<file path="config.mk">
export PLATFORM = sky130hd
export DESIGN_NAME = nps_dist
export DESIGN_NICKNAME = d
export VERILOG_FILES = /design/src/hw/rtl/nps_pkg.sv /design/src/hw/rtl/nps_dist.sv
export SDC_FILE = /design/constraint.sdc
export NUM_CORES = 2
export LEC_CHECK = 0
export BUFFER_PORTS_ARGS = -buffer_cell sky130_fd_sc_hd__buf_2
export CORE_ASPECT_RATIO = 1.1
export CORE_MARGIN = 3
export CORE_UTILIZATION = 45
export CTS_CLUSTER_SIZE = 40
export DETAILED_ROUTE_END_ITERATION = 7
export GPL_ROUTABILITY_DRIVEN = 0
export GPL_TIMING_DRIVEN = 1
export REMOVE_ABC_BUFFERS = 1
export SETUP_SLACK_MARGIN = 0.1
export SLEW_MARGIN = 10
export SYNTH_ARGS = -nofsm -noshare
export SYNTH_HDL_FRONTEND = slang
export SYNTH_SLANG_ARGS = --single-unit
export TNS_END_PERCENT = 20
</file>
<file path="constraint.sdc">
create_clock -name clk_i -period 7.5 [get_ports clk_i]
set_input_delay 0.375 -clock clk_i [delete_from_list [all_inputs] [get_ports clk_i]]
set_output_delay 0.375 -clock clk_i [all_outputs]
set_load 0.02 [all_outputs]
</file>
<file path="src/hw/rtl/nps_pkg.sv">
// ----------------------------------------------------------------------------
// nps_pkg: shared types and constants of the nearest point search
// Field widths, action codes, register address, the control state type and
// the tag that travels with each stored point through the distance pipeline.
// ----------------------------------------------------------------------------
package nps_pkg;

  localparam int COORD_W  = 24;   // Q8.16 coordinate
  localparam int DIFF_W   = COORD_W + 1;
  localparam int SQ_W     = 2 * COORD_W + 1;  // square of a difference
  localparam int DIST_W   = 50;   // sum of three squares, Q18.32
  localparam int INDEX_W  = 12;
  localparam int COUNT_W  = 13;
  localparam int APB_AW   = 3;
  localparam int APB_DW   = 32;

  localparam logic [COUNT_W-1:0] COUNT_RESET = 13'd4096;

  // Register index, taken from paddr bit 2 (registers are 4 bytes apart)
  localparam logic REG_POINT_COUNT = 1'b0;

  localparam logic ACT_LOAD  = 1'b0;
  localparam logic ACT_QUERY = 1'b1;

  typedef enum logic [1:0] {
    ST_IDLE,
    ST_SCAN,
    ST_DRAIN,
    ST_EMIT
  } nps_state_e;

  typedef struct packed {
    logic signed [COORD_W-1:0] x;
    logic signed [COORD_W-1:0] y;
    logic signed [COORD_W-1:0] z;
  } nps_point_t;

  typedef struct packed {
    logic vld;
    logic first;
    logic last;
  } nps_tag_t;

endpackage

</file>
<file path="src/hw/rtl/nps_dist.sv">
// ----------------------------------------------------------------------------
// nps_dist: squared distance pipeline
// Three stages: coordinate differences, squares, sum. The tag moves in step
// with the data so that the consumer knows where a scan starts and ends.
// ----------------------------------------------------------------------------
module nps_dist (
  input  logic                             clk_i,
  input  logic                             rst_ni,
  input  nps_pkg::nps_tag_t                tag_i,
  input  nps_pkg::nps_point_t              query_i,
  input  nps_pkg::nps_point_t              point_i,
  output nps_pkg::nps_tag_t                tag_o,
  output logic [nps_pkg::DIST_W-1:0]       dist_o
);

  localparam int DW = nps_pkg::DIFF_W;
  localparam int SW = nps_pkg::SQ_W;

  nps_pkg::nps_tag_t tag1_q, tag2_q, tag3_q;

  logic signed [DW-1:0] dx_d, dy_d, dz_d;
  logic signed [DW-1:0] dx_q, dy_q, dz_q;
  logic signed [2*DW-1:0] px, py, pz;
  logic [SW-1:0] sx_q, sy_q, sz_q;
  logic [nps_pkg::DIST_W-1:0] sum_d, sum_q;

  assign dx_d = DW'(query_i.x) - DW'(point_i.x);
  assign dy_d = DW'(query_i.y) - DW'(point_i.y);
  assign dz_d = DW'(query_i.z) - DW'(point_i.z);

  assign px = dx_q * dx_q;
  assign py = dy_q * dy_q;
  assign pz = dz_q * dz_q;

  assign sum_d = nps_pkg::DIST_W'(sx_q) + nps_pkg::DIST_W'(sy_q)
               + nps_pkg::DIST_W'(sz_q);

  always_ff @(posedge clk_i or negedge rst_ni) begin
    if (!rst_ni) begin
      tag1_q <= '0;
      tag2_q <= '0;
      tag3_q <= '0;
    end else begin
      tag1_q <= tag_i;
      tag2_q <= tag1_q;
      tag3_q <= tag2_q;
    end
  end

  always_ff @(posedge clk_i) begin
    dx_q  <= dx_d;
    dy_q  <= dy_d;
    dz_q  <= dz_d;
    sx_q  <= SW'(px);
    sy_q  <= SW'(py);
    sz_q  <= SW'(pz);
    sum_q <= sum_d;
  end

  assign tag_o  = tag3_q;
  assign dist_o = sum_q;

endmodule

</file>
==> flow_metrics.env <==
export IMPL_status="complete, no violations"
export IMPL_crit_family="adder cells"
export IMPL_syn_to_final_growth_pct=8.74
export IMPL_grt_pass1_vias=56900
export IMPL_dp_cells=10000
export IMPL_fmax_mhz=139
export IMPL_worstSetupPathType="reg2reg"
export IMPL_dieHeight_um=430
export IMPL_wirelength_um=176000
export IMPL_antenna_found_initial=8
export IMPL_fin_crit_sh_pct=95.7
export IMPL_htree_num_levels=2
export IMPL_final_layout_size_suffix_gt1_share_pct=7.82
export IMPL_nNetsFinal=10500
export IMPL_synth_edff_count=0
export IMPL_finish_utilization_pct=49.6
export IMPL_clock_sinks=278
export IMPL_slew_viol_final=0
export IMPL_start_util_pct=45.6
export IMPL_gr_total_overflow=0
export IMPL_crit_path_start_kind="register"
export IMPL_coreArea_um2=161000
export IMPL_placedInstanceArea_um2=78200
export IMPL_cpMostUsedCell="fa_1"
export IMPL_num_rows=154
export IMPL_synth_seq_cells=278
export IMPL_worstPathRequired_ps=7920
export IMPL_drt_iter0_drc=2608
export IMPL_ys_types=84
export IMPL_cts_max_path_buffers=3
export IMPL_worst_path_buf_inv=7
export IMPL_grt_use_total_pct=22.1
export IMPL_crit_slowest_cell="fa_1"
export IMPL_synthesis_area_um2=73500
export IMPL_remaining_drc_errors=0
export IMPL_async_flop_share_pct=3.24
export IMPL_grt_max_degree=36
export IMPL_final_common_cell="inv_1"
export IMPL_wire_per_inst_um=17.4
export IMPL_grt_pass1_wl_um=295000
export IMPL_synth_ff_type="dfxtp_1"
export IMPL_pin_count=202
export IMPL_seq_area_frac_synth_pct=7.63
export IMPL_max_slew_worst_pin_slew_ps=815
export IMPL_rsz0062_at_grt="true"
export IMPL_cts_made_buffers=36
export IMPL_yosys_warnings=0
export IMPL_dp_hpwl_um=155000
export IMPL_max_slew_margin_pct=45.6
export IMPL_clock_latency_ps=640
export IMPL_syn_avg_cell_area_um2=9.60
export IMPL_drv_cap=0
export IMPL_cp_max_fo=7
export IMPL_setup_viol=0
export IMPL_synthCells=7658
export IMPL_drtAntennaViolNets=0
export IMPL_cts_root_buffer="clkbuf_16"
export IMPL_cts_reportedPaths_clkPinSlew_ps=60
export IMPL_totalNegativeSetupSlack_ps=0
export IMPL_hp_class="in2reg"
export IMPL_die_area_um2=168000
export IMPL_portBuffers=201
export IMPL_final_cells=10100
export IMPL_die_w_um=391
export IMPL_max_stage_delay_ps=550
export IMPL_avgViaCountPerCell=4.97
export IMPL_firstDrtPassIters=5
export IMPL_cts_tree="built"
export IMPL_cp_arrival_ps=7590
export IMPL_vias=50100
export IMPL_final_area_um2=80000
export IMPL_clock_skew_ps=76.9
export IMPL_final_hold_violation_count=0
export IMPL_period_minus_slack_ps=7170
export IMPL_mostFrequentLayoutCells="inv_1, fa_1, nand2_1"
export IMPL_crit_path_end_kind="register"
## synth_stat cells (113+ instances only)
cell | count | share of area [%]
inv_1 | 2246 | 11
a21oi_1 | 225 | 1.5
a21o_1 | 117 | 1.2
nor2_1 | 215 | 1.1
nand2_1 | 625 | 3.2
xnor2_1 | 229 | 2.7
dfxtp_1 | 269 | 7.3
clkbuf_1 | 187 | 0.95
fa_1 | 1847 | 50
o21ai_0 | 113 | 0.77
ha_1 | 571 | 9.7
and2_1 | 371 | 3.2
## logic make-up after synthesis
| group | Yosys count | share of synthesized area [%] |
|---|---|---|
| flip-flops | 278 | 7.63 |
| AO/OA/AOI/OAI | 700 | 6.28 |
| multiplexers | 8 | 0.109 |
| buffers and inverters | 2440 | 12.5 |
| adder cells (fa/ha/maj) | 2418 | 60.0 |
| other | 1 | 0.00510 |
| AND/OR/NAND/NOR | 1509 | 9.91 |
| XOR/XNOR | 304 | 3.62 |
## per-layer routing
layer	vias to the layer above	routed length (um)	global-route usage, %
met1	25800	72200	28.5
met3	301	7960	2.51
li1	23000	-	-
met4	0	6690	7.23
met2	1067	89000	38.7
met5	-	0	0
## final timing paths
kind                        endpoint  cells after the start  slack [ps]         from
min reg2reg                 tag_o[0]                      0         360    tag2_q[0]
max in group asynchronous  tag1_q[1]                      2        7180       rst_ni
max                         sx_q[37]                     25         330      dx_q[9]
max reg2reg                 sx_q[37]                     25         330      dx_q[9]
min                          dy_q[0]                      3          90  point_i[24]
min in group asynchronous   tag_o[1]                      2         140       rst_ni
## registers in the layout, indices dropped and copies added, names as in the netlist
register and cells:
sy_q 48, dx_q 25, dist_o 50, tag_o 3, sz_q 48, dy_q 25, tag1_q 3, dz_q 25
tag2_q 3, sx_q 48
## layout make-up
type | instances | area, um2
Sequential cell | 278 | 5680
Clock buffer | 43 | 987
Inverter | 2247 | 8450
Clock inverter | 23 | 287
Multi-Input combinational cell | 4942 | 58900
Antenna cell | 2 | 5.00
Tap cell | 2106 | 2640
Timing Repair Buffer | 447 | 3020
Fill cell | 15100 | 81300
## worst reg2reg max path, cell delays in order (launching register included)
cell and delay (ps):
dfxtp_1 380, inv_1 270, nor2_1 280, inv_1 100
fa_1 520, inv_1 60, fa_1 520, fa_1 550
ha_1 130, inv_1 40, fa_1 470, inv_1 60
fa_1 540, fa_1 460, ha_1 410, a21oi_1 100
o21ai_0 270, a32o_1 190, o21ai_1 110, a31oi_2 300
a31oi_1 130, buf_4 170, o21ai_0 260, nor2_1 110
buf_4 150, xnor2_1 390
## through the flow
stage / setup WS [ps] / hold slack (ps)
finish: 326 / 86.2
global route: 39.3 / 81.3
CTS: 94.0 / 36.2
detailed placement: 78.0 / 230
global placement: 158 / 223
floorplan: 150 / 79.4
## timing repair
action,CTS,global route
resized for setup,3,116
endpoints found under the setup margin,4,40
pin swaps,0,3
hold buffers,5,0
hold endpoints to repair,13,0
buffers inserted,0,12
Power is not shown: default switching activity piles up to over one toggle a cycle in this logic, so the estimate is an artifact.
